**config.mk**
```make
export PLATFORM = sky130hd
export DESIGN_NAME = tap_tempo_median_bpm
export DESIGN_NICKNAME = d
export VERILOG_FILES = /design/src/design/ttmb_pkg.sv /design/src/design/tap_tempo_median_bpm.sv
export SDC_FILE = /design/constraint.sdc
export NUM_CORES = 1
export LEC_CHECK = 0
export BUFFER_PORTS_ARGS = -buffer_cell sky130_fd_sc_hd__buf_2
export CAP_MARGIN = 15
export CORE_ASPECT_RATIO = 1.1
export CORE_MARGIN = 10
export CORE_UTILIZATION = 25
export DETAILED_ROUTE_END_ITERATION = 10
export PLACE_DENSITY = 0.39
export RECOVER_POWER = 100
export SLEW_MARGIN = 10
export SYNTH_ARGS = -nofsm -noshare
export SYNTH_HDL_FRONTEND = slang
export SYNTH_SLANG_ARGS = --single-unit
```
**constraint.sdc**
```tcl
create_clock -name clk -period 11.9 [get_ports clk]
set_clock_uncertainty 0.1 [all_clocks]
set_input_delay 0 -clock clk [delete_from_list [all_inputs] [get_ports clk]]
set_output_delay 0 -clock clk [all_outputs]
set_load 0.05 [all_outputs]
```
**src/design/ttmb_pkg.sv**
```systemverilog
package ttmb_pkg;

    // configuration register indexes
    localparam logic [1:0] CFG_REQUIRED_TAPS    = 2'd0;
    localparam logic [1:0] CFG_WINDOW_INTERVALS = 2'd1;
    localparam logic [1:0] CFG_TIMEOUT_US       = 2'd2;

    localparam logic [4:0]  REQUIRED_TAPS_RST    = 5'd4;
    localparam logic [4:0]  WINDOW_INTERVALS_RST = 5'd8;
    localparam logic [31:0] TIMEOUT_US_RST       = 32'd2000000;

    // interval and divider widths
    localparam int IVL_W      = 32;
    localparam int SUM_W      = IVL_W + 1;
    localparam int DEN_W      = SUM_W + 1;
    localparam int QUO_W      = 37;
    localparam int DIV_CNT_W  = 6;
    localparam logic [DIV_CNT_W-1:0] DIV_LAST = DIV_CNT_W'(QUO_W - 1);

    // 2 * 60e6 * 256 * 2, numerator before the rounding term
    localparam logic [QUO_W-1:0] BPM_NUM2 = 37'd61440000000;

    typedef enum logic [11:0] {
        ST_IDLE  = 12'b0000_0000_0001,
        ST_CHECK = 12'b0000_0000_0010,
        ST_WRITE = 12'b0000_0000_0100,
        ST_TEST  = 12'b0000_0000_1000,
        ST_CAND  = 12'b0000_0001_0000,
        ST_LOAD  = 12'b0000_0010_0000,
        ST_INNER = 12'b0000_0100_0000,
        ST_DRAIN = 12'b0000_1000_0000,
        ST_SUM   = 12'b0001_0000_0000,
        ST_DIVI  = 12'b0010_0000_0000,
        ST_DIV   = 12'b0100_0000_0000,
        ST_DONE  = 12'b1000_0000_0000
    } state_t;

endpackage

```
**src/design/tap_tempo_median_bpm.sv**
```systemverilog
// Channel   Direction  Handshake              Payload
// in        input      in_valid / in_ready    cmd, stamp_us
// out       output     out_valid / out_ready  taps_seen, restarted, bpm_valid, bpm_q8
// cfg       input      cfg_valid / cfg_ready  cfg_index, cfg_data
//
// One item at a time. A clear goes from idle straight to the output stage. A tap
// is checked, written to the interval RAM when valid, and tested against the
// required taps; a tap with a tempo then adds median selection over the n held
// intervals (one interval RAM read per cycle) and the bit-serial divider.
// Reset clears history and loads the register defaults. A result waiting on
// out_ready holds only the output stage; the next item can already be taken.
module tap_tempo_median_bpm #(
    parameter int MAX_INTERVALS = 16,
    parameter int STAMP_BITS    = 48
) (
    input  logic                  clk,
    input  logic                  rst_n,
    input  logic                  in_valid,
    output logic                  in_ready,
    input  logic                  cmd,
    input  logic [STAMP_BITS-1:0] stamp_us,
    output logic                  out_valid,
    input  logic                  out_ready,
    output logic [4:0]            taps_seen,
    output logic                  restarted,
    output logic                  bpm_valid,
    output logic [31:0]           bpm_q8,
    input  logic                  cfg_valid,
    output logic                  cfg_ready,
    input  logic [1:0]            cfg_index,
    input  logic [31:0]           cfg_data
);
    import ttmb_pkg::*;

    localparam int IDX_W  = (MAX_INTERVALS > 2) ? $clog2(MAX_INTERVALS) : 1;
    localparam int FILL_W = $clog2(MAX_INTERVALS + 1);
    localparam int CNT_W  = $clog2(MAX_INTERVALS + 2);
    localparam int CW     = (CNT_W > 5) ? CNT_W : 5;

    state_t state_reg, state_next;

    logic [4:0]            req_reg, req_next;
    logic [4:0]            win_reg, win_next;
    logic [31:0]           tmo_reg, tmo_next;

    logic                  have_prev_reg, have_prev_next;
    logic [STAMP_BITS-1:0] prev_reg, prev_next;
    logic [IDX_W-1:0]      head_reg, head_next;
    logic [FILL_W-1:0]     fill_reg, fill_next;
    logic                  out_valid_reg, out_valid_next;

    logic [STAMP_BITS-1:0] stamp_reg, stamp_next;
    logic [IVL_W-1:0]      ival_reg, ival_next;
    logic [FILL_W-1:0]     ci_reg, ci_next;
    logic [FILL_W-1:0]     cj_reg, cj_next;
    logic [FILL_W-1:0]     lt_reg, lt_next;
    logic [FILL_W-1:0]     le_reg, le_next;
    logic                  pend_reg, pend_next;
    logic [IVL_W-1:0]      cand_reg, cand_next;
    logic [IVL_W-1:0]      lo_reg, lo_next;
    logic [IVL_W-1:0]      hi_reg, hi_next;
    logic [SUM_W-1:0]      s_reg, s_next;
    logic [QUO_W-1:0]      num_reg, num_next;
    logic [DEN_W-1:0]      den_reg, den_next;
    logic [DEN_W-1:0]      rem_reg, rem_next;
    logic [DIV_CNT_W-1:0]  dcnt_reg, dcnt_next;
    logic [4:0]            res_taps_reg, res_taps_next;
    logic                  res_rst_reg, res_rst_next;
    logic                  res_vld_reg, res_vld_next;
    logic [31:0]           res_bpm_reg, res_bpm_next;
    logic [4:0]            o_taps_reg, o_taps_next;
    logic                  o_rst_reg, o_rst_next;
    logic                  o_vld_reg, o_vld_next;
    logic [31:0]           o_bpm_reg, o_bpm_next;

    logic [IVL_W-1:0]      ring_mem [MAX_INTERVALS];
    logic [IVL_W-1:0]      rd_reg;
    logic [IDX_W-1:0]      rd_addr;
    logic [IDX_W-1:0]      wr_addr;
    logic                  wr_en;

    // effective configuration
    logic [CW-1:0]         req_ext, r_lo, r_eff;
    logic [CW-1:0]         win_ext, w_lo, w_clip;
    logic [FILL_W-1:0]     w_eff;
    logic [31:0]           limit;

    logic [STAMP_BITS-1:0] diff;
    logic                  bad_ivl;
    logic [FILL_W-1:0]     drop;
    logic [FILL_W:0]       head_sum;
    logic [CW-1:0]         taps;
    logic [FILL_W-1:0]     n_last, k_hi, k_lo;
    logic                  cmp_en;
    logic [FILL_W-1:0]     lt_new, le_new;
    logic [DEN_W:0]        rem_sh;
    logic                  q_bit;
    logic [QUO_W-1:0]      quo;

    function automatic logic [IDX_W-1:0] phys(input logic [IDX_W-1:0] base,
                                              input logic [FILL_W-1:0] ofs);
        logic [FILL_W:0] sum;
        sum = (FILL_W+1)'(base) + (FILL_W+1)'(ofs);
        if (sum >= (FILL_W+1)'(MAX_INTERVALS))
            sum = sum - (FILL_W+1)'(MAX_INTERVALS);
        return IDX_W'(sum);
    endfunction

    assign req_ext = CW'(req_reg);
    assign r_lo    = (req_ext < CW'(3)) ? CW'(3) : req_ext;
    assign r_eff   = (r_lo > CW'(MAX_INTERVALS + 1)) ? CW'(MAX_INTERVALS + 1) : r_lo;
    assign win_ext = CW'(win_reg);
    assign w_lo    = (win_ext < r_eff - CW'(1)) ? r_eff - CW'(1) : win_ext;
    assign w_clip  = (w_lo > CW'(MAX_INTERVALS)) ? CW'(MAX_INTERVALS) : w_lo;
    assign w_eff   = FILL_W'(w_clip);
    assign limit   = (tmo_reg == 32'd0) ? 32'd1 : tmo_reg;

    assign diff    = stamp_reg - prev_reg;
    assign bad_ivl = (stamp_reg <= prev_reg) || (diff > STAMP_BITS'(limit));
    assign drop    = fill_reg - w_eff + FILL_W'(1);
    assign head_sum = (FILL_W+1)'(head_reg) + (FILL_W+1)'(drop);
    assign taps    = CW'(fill_reg) + CW'(1);

    assign n_last  = fill_reg - FILL_W'(1);
    assign k_hi    = fill_reg >> 1;
    assign k_lo    = fill_reg[0] ? k_hi : k_hi - FILL_W'(1);

    assign cmp_en  = ((state_reg == ST_INNER) && pend_reg) || (state_reg == ST_DRAIN);
    assign lt_new  = lt_reg + FILL_W'(cmp_en && (rd_reg < cand_reg));
    assign le_new  = le_reg + FILL_W'(cmp_en && (rd_reg <= cand_reg));

    assign rem_sh  = {rem_reg, num_reg[QUO_W-1]};
    assign q_bit   = (rem_sh >= {1'b0, den_reg});
    assign quo     = {num_reg[QUO_W-2:0], q_bit};

    assign rd_addr = (state_reg == ST_CAND) ? phys(head_reg, ci_reg) : phys(head_reg, cj_reg);
    assign wr_addr = phys(head_reg, fill_reg);
    assign wr_en   = (state_reg == ST_WRITE);

    // interval RAM: one write port, one registered read port
    always_ff @(posedge clk)
    begin
        rd_reg <= ring_mem[rd_addr];
        if (wr_en)
        begin
            ring_mem[wr_addr] <= ival_reg;
        end
    end

    always_comb
    begin
        state_next     = state_reg;
        req_next       = req_reg;
        win_next       = win_reg;
        tmo_next       = tmo_reg;
        have_prev_next = have_prev_reg;
        prev_next      = prev_reg;
        head_next      = head_reg;
        fill_next      = fill_reg;
        out_valid_next = out_valid_reg && !out_ready;
        stamp_next     = stamp_reg;
        ival_next      = ival_reg;
        ci_next        = ci_reg;
        cj_next        = cj_reg;
        lt_next        = lt_reg;
        le_next        = le_reg;
        pend_next      = (state_reg == ST_INNER);
        cand_next      = cand_reg;
        lo_next        = lo_reg;
        hi_next        = hi_reg;
        s_next         = s_reg;
        num_next       = num_reg;
        den_next       = den_reg;
        rem_next       = rem_reg;
        dcnt_next      = dcnt_reg;
        res_taps_next  = res_taps_reg;
        res_rst_next   = res_rst_reg;
        res_vld_next   = res_vld_reg;
        res_bpm_next   = res_bpm_reg;
        o_taps_next    = o_taps_reg;
        o_rst_next     = o_rst_reg;
        o_vld_next     = o_vld_reg;
        o_bpm_next     = o_bpm_reg;

        if (cfg_valid)
        begin
            case (cfg_index)
                CFG_REQUIRED_TAPS:    req_next = cfg_data[4:0];
                CFG_WINDOW_INTERVALS: win_next = cfg_data[4:0];
                CFG_TIMEOUT_US:       tmo_next = cfg_data;
                default:              ;
            endcase
        end

        case (state_reg)
            ST_IDLE:
            begin
                if (in_valid)
                begin
                    if (cmd)
                    begin
                        have_prev_next = 1'b0;
                        head_next      = '0;
                        fill_next      = '0;
                        res_taps_next  = '0;
                        res_rst_next   = 1'b0;
                        res_vld_next   = 1'b0;
                        res_bpm_next   = '0;
                        state_next     = ST_DONE;
                    end
                    else
                    begin
                        stamp_next = stamp_us;
                        state_next = ST_CHECK;
                    end
                end
            end
            ST_CHECK:
            begin
                have_prev_next = 1'b1;
                prev_next      = stamp_reg;
                res_rst_next   = 1'b0;
                res_bpm_next   = '0;
                state_next     = ST_TEST;
                if (have_prev_reg)
                begin
                    if (bad_ivl)
                    begin
                        head_next    = '0;
                        fill_next    = '0;
                        res_rst_next = 1'b1;
                    end
                    else
                    begin
                        ival_next  = diff[IVL_W-1:0];
                        state_next = ST_WRITE;
                        // window full or shrunk: drop oldest entries
                        if (fill_reg >= w_eff)
                        begin
                            if (head_sum >= (FILL_W+1)'(MAX_INTERVALS))
                                head_next = IDX_W'(head_sum - (FILL_W+1)'(MAX_INTERVALS));
                            else
                                head_next = IDX_W'(head_sum);
                            fill_next = w_eff - FILL_W'(1);
                        end
                    end
                end
            end
            ST_WRITE:
            begin
                fill_next  = fill_reg + FILL_W'(1);
                state_next = ST_TEST;
            end
            ST_TEST:
            begin
                res_taps_next = 5'(taps);
                ci_next       = '0;
                if (taps >= r_eff)
                begin
                    res_vld_next = 1'b1;
                    state_next   = ST_CAND;
                end
                else
                begin
                    res_vld_next = 1'b0;
                    state_next   = ST_DONE;
                end
            end
            ST_CAND:
            begin
                state_next = ST_LOAD;
            end
            ST_LOAD:
            begin
                cand_next  = rd_reg;
                lt_next    = '0;
                le_next    = '0;
                cj_next    = '0;
                state_next = ST_INNER;
            end
            ST_INNER:
            begin
                lt_next = lt_new;
                le_next = le_new;
                if (cj_reg == n_last)
                    state_next = ST_DRAIN;
                else
                    cj_next = cj_reg + FILL_W'(1);
            end
            ST_DRAIN:
            begin
                // candidate holds sorted position k when lt <= k < le
                if ((lt_new <= k_lo) && (k_lo < le_new))
                    lo_next = cand_reg;
                if ((lt_new <= k_hi) && (k_hi < le_new))
                    hi_next = cand_reg;
                if (ci_reg == n_last)
                    state_next = ST_SUM;
                else
                begin
                    ci_next    = ci_reg + FILL_W'(1);
                    state_next = ST_CAND;
                end
            end
            ST_SUM:
            begin
                s_next     = SUM_W'(lo_reg) + SUM_W'(hi_reg);
                state_next = ST_DIVI;
            end
            ST_DIVI:
            begin
                num_next  = BPM_NUM2 + QUO_W'(s_reg);
                den_next  = {s_reg, 1'b0};
                rem_next  = '0;
                dcnt_next = '0;
                if (s_reg == '0)
                begin
                    res_bpm_next = '0;
                    state_next   = ST_DONE;
                end
                else
                    state_next = ST_DIV;
            end
            ST_DIV:
            begin
                // restoring division, one quotient bit per cycle
                if (q_bit)
                    rem_next = DEN_W'(rem_sh - {1'b0, den_reg});
                else
                    rem_next = rem_sh[DEN_W-1:0];
                num_next  = quo;
                dcnt_next = dcnt_reg + DIV_CNT_W'(1);
                if (dcnt_reg == DIV_LAST)
                begin
                    if (quo[QUO_W-1:32] != '0)
                        res_bpm_next = '1;
                    else
                        res_bpm_next = quo[31:0];
                    state_next = ST_DONE;
                end
            end
            ST_DONE:
            begin
                if (!out_valid_reg || out_ready)
                begin
                    out_valid_next = 1'b1;
                    o_taps_next    = res_taps_reg;
                    o_rst_next     = res_rst_reg;
                    o_vld_next     = res_vld_reg;
                    o_bpm_next     = res_bpm_reg;
                    state_next     = ST_IDLE;
                end
            end
            default:
            begin
                state_next = ST_IDLE;
            end
        endcase
    end

    always_ff @(posedge clk or negedge rst_n)
    begin
        if (!rst_n)
        begin
            state_reg     <= ST_IDLE;
            req_reg       <= REQUIRED_TAPS_RST;
            win_reg       <= WINDOW_INTERVALS_RST;
            tmo_reg       <= TIMEOUT_US_RST;
            have_prev_reg <= 1'b0;
            prev_reg      <= '0;
            head_reg      <= '0;
            fill_reg      <= '0;
            out_valid_reg <= 1'b0;
            pend_reg      <= 1'b0;
        end
        else
        begin
            state_reg     <= state_next;
            req_reg       <= req_next;
            win_reg       <= win_next;
            tmo_reg       <= tmo_next;
            have_prev_reg <= have_prev_next;
            prev_reg      <= prev_next;
            head_reg      <= head_next;
            fill_reg      <= fill_next;
            out_valid_reg <= out_valid_next;
            pend_reg      <= pend_next;
        end
    end

    always_ff @(posedge clk)
    begin
        stamp_reg    <= stamp_next;
        ival_reg     <= ival_next;
        ci_reg       <= ci_next;
        cj_reg       <= cj_next;
        lt_reg       <= lt_next;
        le_reg       <= le_next;
        cand_reg     <= cand_next;
        lo_reg       <= lo_next;
        hi_reg       <= hi_next;
        s_reg        <= s_next;
        num_reg      <= num_next;
        den_reg      <= den_next;
        rem_reg      <= rem_next;
        dcnt_reg     <= dcnt_next;
        res_taps_reg <= res_taps_next;
        res_rst_reg  <= res_rst_next;
        res_vld_reg  <= res_vld_next;
        res_bpm_reg  <= res_bpm_next;
        o_taps_reg   <= o_taps_next;
        o_rst_reg    <= o_rst_next;
        o_vld_reg    <= o_vld_next;
        o_bpm_reg    <= o_bpm_next;
    end

    assign in_ready  = (state_reg == ST_IDLE);
    assign cfg_ready = 1'b1;
    assign out_valid = out_valid_reg;
    assign taps_seen = o_taps_reg;
    assign restarted = o_rst_reg;
    assign bpm_valid = o_vld_reg;
    assign bpm_q8    = o_bpm_reg;

endmodule
```
==> reports/results.tsv, run 1 <==
stage	metric	value	unit
outcome	run status	complete, but fails checks	
outcome	failing checks	max-capacitance violations, max-slew violations	
drt	remaining antenna violation count	0	
place	cell area after placement	0.05294	mm²
place	hpwl dp	86.67	mm
cts	CTS max path bufs	3	
setup_path	Worst EP arrival	8540	ps
layout	post-layout util	30.07	%
run	max_cap viols	37	
place	Port Buf Inserts	128	
timing	Setup TNS	0	ps
drt	wl on met1	60.87	mm
setup_path	CP max FO	37	
timing	crit share post-route	68.11	%
cts	CTS resizes	0	
logic_synthesis	Post-Syn Area per Cell	14.04	µm²
drt	via-per-instance ratio	4.473	
layout	register area	0.03140	mm²
floorplanning	Die Area	0.2138	mm²
setup_path	CP startpoint kind	register	
cts	clock root buffer	clkbuf_16	
global_routing	antenna violations before repair	1	
timing	Max Clock Freq	123.4	MHz
global_routing	pin count of the biggest net entering global routing	95	
power_and_ir_drop	Sw Pwr	3213	µW
cts	post-CTS setup repair buffer count	0	
timing	minimum clock period	8105	ps
floorplanning	Die Ht	484	µm
global_routing	total gr overflow	0	
drt	DR WL met3	3.989	mm
global_routing	vias in the first global route	30500	
global_routing	global-route wire length before repair	200.8	mm
floorplanning	Core Region	0.1948	mm²
power_and_ir_drop	Reg power frac	42.3	%
layout	share of layout cells above drive strength 1	12.36	%
timing	Fin. Hold Viols	0	
setup_path	reg2reg setup slack	3800	ps
place	RD Place Congestion	0.8007	
logic_synthesis	top-count cell post-synth	edfxtp_1	
global_routing	All-Layer GR Usage	12.26	%
logic_synthesis	Synth Register Bits	1075	
logic_synthesis	Synth Instances	3486	
drt	met2 wire len	67.55	mm
power_and_ir_drop	P_int	7435	µW
floorplanning	Initial Utilization	25.11	%
power_and_ir_drop	combinational share of power	22.6	%
drt	Iter 0 DRT Violations	1723	
drt	First-pass DRT Iterations	5	
setup_path	CP cell instances	nor4_1 > nand3_1 > nor3_1 > nand3b_1 > nand2_1 > nand2_1 > ha_1 > fa_1 > clkbuf_1 > clkbuf_1 > mux4_2 > and2_1 > a211oi_1 > a31oi_1	
logic_synthesis	sequential fraction of the synthesis area	64.18	%
drt	via count	29360	
power_and_ir_drop	Clock power frac	35.1	%
power_and_ir_drop	worst vdd ir	116.6	µV
layout	layout overhead on the synthesized area	19.73	%
setup_path	Crit path buffers/inverters	2	
cts	clk slew on worst S/H paths	60	ps
logic_synthesis	Yosys top cell by area	edfxtp_1	
setup_path	max incr delay on CP	1870	ps
floorplanning	IO Pins	130	
layout	Filler Cells Inserted	19720	
cts	CTS buffer count	120	
setup_path	Setup CP Type	reg -> reg	
floorplanning	Placement Rows	170	
logic_synthesis	Synth Net Count	3817	
timing	WHS	122.1	ps
logic_synthesis	Synth top cells by count	edfxtp_1 (929), nand2_1 (346), ha_1 (236)	
timing	Slew headroom	-150.9	%
timing	max-slew violations	1417	
drt	post-DR wirelength/cell	20.55	µm
drt	final WL	134.9	mm
timing	RSZ-0062 raised after global routing	no	
cts	clock sinks	1075	
logic_synthesis	Unique masters post-synth	97	
power_and_ir_drop	Switching Share	30.17	%
min_path	Hold Crit Class	in -> reg	
setup_path	Critical Path RT	12340	ps
layout	max reg flops	512	
logic_synthesis	synth top area cells	edfxtp_1 (57%), ha_1 (6.0%), mux4_2 (5.9%)	
setup_path	CP Capture Type	register	
logic_synthesis	main flop type after synthesis	edfxtp_1	
layout	fin area	0.05858	mm²
logic_synthesis	post-synth top area share	57.01	%
layout	nets	4206	
drt	Residual DRC	0	
layout	Multi-input gate area	0.01631	mm²
timing	Setup violations, final	0	
logic_synthesis	mapped cell area	0.04893	mm²
power_and_ir_drop	Pleak	0.02089	µW
logic_synthesis	Yosys Warn Count	0	
floorplanning	die extent in x	441.8	µm
timing	Slew @ Worst Pin	3764	ps
setup_path	CP max-delay cell	clkbuf_1	
cts	CTS H-tree depth	3	
cts	CTS tree	yes	
drt	Top Layer Used	met4	
setup_path	critical path's top delay family	buffers and inverters	
logic_synthesis	Async SR Flop Fraction	10.60	%
logic_synthesis	number of synthesized flops with an enable pin	929	
power_and_ir_drop	pwr/cell area	181.7	mW/mm²
cts	Clock Latency Late Sink	750	ps
## layout make-up
| type | instances | share of cell area, % |
|---|---|---|
| diodes | 2 | 0.008543 |
| clock buffers | 159 | 5.653 |
| clock inverters | 70 | 1.117 |
| inverters | 227 | 1.454 |
| multi-input cells | 2074 | 27.85 |
| flip-flops and latches | 1075 | 53.60 |
| well taps | 2580 | 5.510 |
| repair buffers | 377 | 4.810 |
## layout by cell type (no fill, tap or decap), types with 115 or more instances in the layout
cell,Yosys,layout
a21oi_1,142,143
clkbuf_16,0,122
inv_1,225,225
dlygate4sd3_1,0,201
o21ai_0,147,154
nand2_1,346,346
clkbuf_1,78,115
nor2_1,180,164
edfxtp_1,929,929
ha_1,236,236
mux4_2,128,128
## kinds of logic (layout without fill, tap and decap cells)
logic type,after synthesis,count (layout),share of synthesized area (%)
flip-flops,1075,1075,64.18
other,1,3,0.007664
multiplexers,203,203,7.533
buffers and inverters,337,833,2.705
adder cells (fa/ha/maj),243,243,6.321
AND/OR/NAND/NOR,865,865,8.474
AO/OA/AOI/OAI,612,612,8.096
XOR/XNOR,150,150,2.685
## routing by layer
layer,up-vias,GRT usage (%)
li1,13940,-
met1,14800,15.85
met2,450,21.62
met3,168,1.887
met4,0,2.555
met5,-,0
## repair_timing
action | CTS | global route
endpoints found under the setup margin | 0 | 0
hold endpoints to repair | 261 | 0
hold buffers | 202 | 0
## power groups by stage
stage	sequential, µW	clock [µW]	combinational [µW]
final	4500	3740	2400
after global placement	4570	0	2390
after floorplan	4580	0	1640
after detailed placement	4580	0	2370
after CTS	4500	3870	2460
after global routing	4530	4020	2710
## worst min-delay path: cells and delay by family
family / cells / cell delay (ps)
buffers and inverters: 2 / 780
AND/OR/NAND/NOR: 1 / 140
## worst paths after layout
path / from / to / cells past startpoint
hold reg to reg: res_bpm_reg[31] / bpm_q8[31] / 0
hold / removal: in_valid / state_reg[1] / 3
setup reg to reg: state_reg[8] / rd_reg[21] / 14
setup / recovery: state_reg[8] / rd_reg[21] / 14
max in group asynchronous: rst_n / tmo_reg[28] / 4
min in group asynchronous: rst_n / tmo_reg[17] / 3
## through the flow
step,setup WS (ps),std cells,power [µW]
floorplan,2743,3486,6219
global placement,5394,6131,6962
detailed placement,5232,6131,6950
CTS,5171,6562,10830
global route,3184,6562,11260
finish,3795,6564,10650
(Power assumes the default switching activity.)
==> run 2: changes to the inputs <==
- PLACE_DENSITY: 0.39 -> 0.4
- clock period: 11.9 -> 6.7 ns (I/O delays scaled with it)
==> run 2 against run 1 <==
The flow still finishes with violations (max-capacitance violations, max-slew violations). First-iteration DRC count up 8.4%. Non-clock buffer count rose by 5. Largest cell class unchanged. Via count rose by 0.24%. Final area rose by 0.38%.
==> reports/results.tsv, run 2 (synthesis results as in run 1) <==
stage	metric	value	unit
drt	post-DR wirelength/cell	20.45	µm
cts	post-CTS setup repair buffer count	0	
global_routing	met1 usage	15.94	%
setup_path	Worst EP arrival	6800	ps
timing	minimum clock period	6211	ps
global_routing	GR Util met2	21.37	%
run	max_cap viols	31	
global_routing	vias in the first global route	31030	
drt	Residual DRC	0	
layout	nets	4212	
cts	CTS H-tree depth	3	
floorplanning	Die Area	0.2138	mm²
cts	CTS buffer count	121	
setup_path	CP Capture Type	register	
place	hpwl dp	90.00	mm
timing	PnR worst setup slack	488.9	ps
cts	clk slew on worst S/H paths	60	ps
power_and_ir_drop	Sw Pwr	5820	µW
layout	max reg flops	512	
cts	CTS max path bufs	3	
setup_path	Reg-to-Reg Start	stamp_reg[0]	
setup_path	CP startpoint kind	register	
timing	crit share post-route	92.70	%
timing	max-slew violations	978	
power_and_ir_drop	Clock power frac	36.0	%
global_routing	met3 Track Usage GR	1.863	%
drt	Iter 0 DRT Violations	1867	
setup_path	CP max FO	10	
floorplanning	IO Pins	130	
global_routing	pin count of the biggest net entering global routing	95	
timing	Slew @ Worst Pin	3880	ps
floorplanning	Core Region	0.1948	mm²
outcome	failing checks	max-capacitance violations, max-slew violations	
setup_path	Setup CP Type	reg -> reg	
floorplanning	Die Ht	484	µm
layout	Filler Cells Inserted	19740	
layout	diodes inserted	0	
global_routing	antenna violations before repair	3	
global_routing	All-Layer GR Usage	12.33	%
power_and_ir_drop	pwr/cell area	327.8	mW/mm²
outcome	run status	complete, but fails checks	
floorplanning	Initial Utilization	25.11	%
cts	clock root buffer	clkbuf_16	
layout	commonest non-fill, non-tap cell in the layout	edfxtp_1	
drt	First-pass DRT Iterations	5	
min_path	hold_sp	in_valid	
power_and_ir_drop	Reg power frac	41.4	%
drt	via-per-instance ratio	4.481	
power_and_ir_drop	P_int	13460	µW
cts	clock sinks	1075	
timing	Max Clock Freq	161.0	MHz
timing	RSZ-0062 raised after global routing	no	
power_and_ir_drop	Pleak	0.02110	µW
place	pre-CTS setup slack	470.9	ps
timing	Fin. Hold Viols	0	
layout	commonest cells after routing, fill and taps aside	edfxtp_1 (929), nand2_1 (346), ha_1 (236)	
global_routing	layer with the highest usage	met2	
place	Port Buf Inserts	128	
drt	remaining antenna violation count	0	
setup_path	Critical Path RT	7290	ps
timing	Slew headroom	-158.6	%
power_and_ir_drop	Switching Share	30.19	%
layout	layout overhead on the synthesized area	20.18	%
global_routing	global-route wire length before repair	203.0	mm
global_routing	total gr overflow	0	
place	RD Place Congestion	0.7995	
floorplanning	die extent in x	441.8	µm
cts	Clock Latency Late Sink	740	ps
floorplanning	Placement Rows	170	
cts	CTS tree	yes	
timing	Setup TNS	0	ps
timing	Setup violations, final	0	
drt	final WL	134.3	mm
drt	via count	29430	
layout	share of layout cells above drive strength 1	12.81	%
setup_path	Worst Setup SP	stamp_reg[0]	
min_path	Hold Crit Class	in -> reg	
power_and_ir_drop	worst vdd ir	220.4	µV
power_and_ir_drop	combinational share of power	22.6	%
run 2: changes by cell type in the layout (fill, tap and decap cells not counted), sizes merged:
cell and delta:
buf +2, diode -2, dlygate4sd3 -2, clkinv -3, clkbuf +2, bufinv +8
run 2: per-layer routing:
layer  wire [µm]  vias up  share of wire [%]
li1            -    13980                  -
met1       60170    14770                 45
met2       66120      494                 49
met3        4373      194                3.3
met4        3662        0                2.7
met5           0        -                  0
run 2: power groups by stage:
| stage | clock [µW] | sequential, µW | combinational [µW] |
|---|---|---|---|
| floorplan | 0 | 8140 | 2910 |
| global placement | 0 | 8120 | 4310 |
| detailed placement | 0 | 8120 | 4280 |
| CTS | 7160 | 7980 | 4430 |
| global route | 7440 | 8030 | 4890 |
| finish | 6940 | 7990 | 4350 |
run 2: path summary, 6_finish.rpt:
path	slack [ps]	cells past startpoint	endpoint
max in group asynchronous	2450	4	tmo_reg[28]
worst min register to register	320	0	bpm_q8[5]
worst max-delay path	490	23	fill_reg[0]
worst min-delay path	110	3	state_reg[1]
worst max register to register	490	23	fill_reg[0]
min in group asynchronous	700	3	tmo_reg[20]
run 2: repair_timing:
action	CTS	global route
resized for setup	0	1
endpoints found under the setup margin	0	32
endpoints found under the hold margin	260	0
hold buffers	200	0
run 2: final cells by class:
type | count | area [µm²] | share of cell area (%)
clock inverters | 75 | 948.4 | 1.613
repair buffers | 382 | 2918 | 4.962
inverters | 227 | 852.1 | 1.449
clock buffers | 156 | 3219 | 5.474
multi-input cells | 2074 | 16240 | 27.61
well taps | 2580 | 3228 | 5.489
flip-flops and latches | 1075 | 31400 | 53.40
run 2: critical path: stages, from the launching register on:
cell and delay (ps):
edfxtp_1 360, inv_1 80, ha_1 180, inv_1 60, fa_1 410, a211oi_1 330
o211a_1 250, o211a_1 270, a2bb2oi_1 420, nand2_1 130, xor2_1 180, ha_1 290
nand4_1 180, nor4_2 530, nand4_1 140, a221oi_1 270, and4_1 220, o2111ai_1 120
nor4_1 300, buf_4 210, and4b_1 250, nand4_4 210, o21ai_1 460, a211o_1 190
run 2: per-stage QoR:
step | std cells | power (µW) | instance area, µm² | hold slack, ps | util, %
floorplan | 3486 | 11050 | 48950 | -395.6 | -
global placement | 6135 | 12430 | 53080 | -40.69 | 27.24
detailed placement | 6136 | 12410 | 53100 | -45.26 | 27.26
CTS | 6567 | 19580 | 59290 | 17.30 | 30.43
global route | 6569 | 20360 | 58810 | 55.71 | 30.18
finish | 6569 | 19280 | 58810 | 109.8 | 30.18
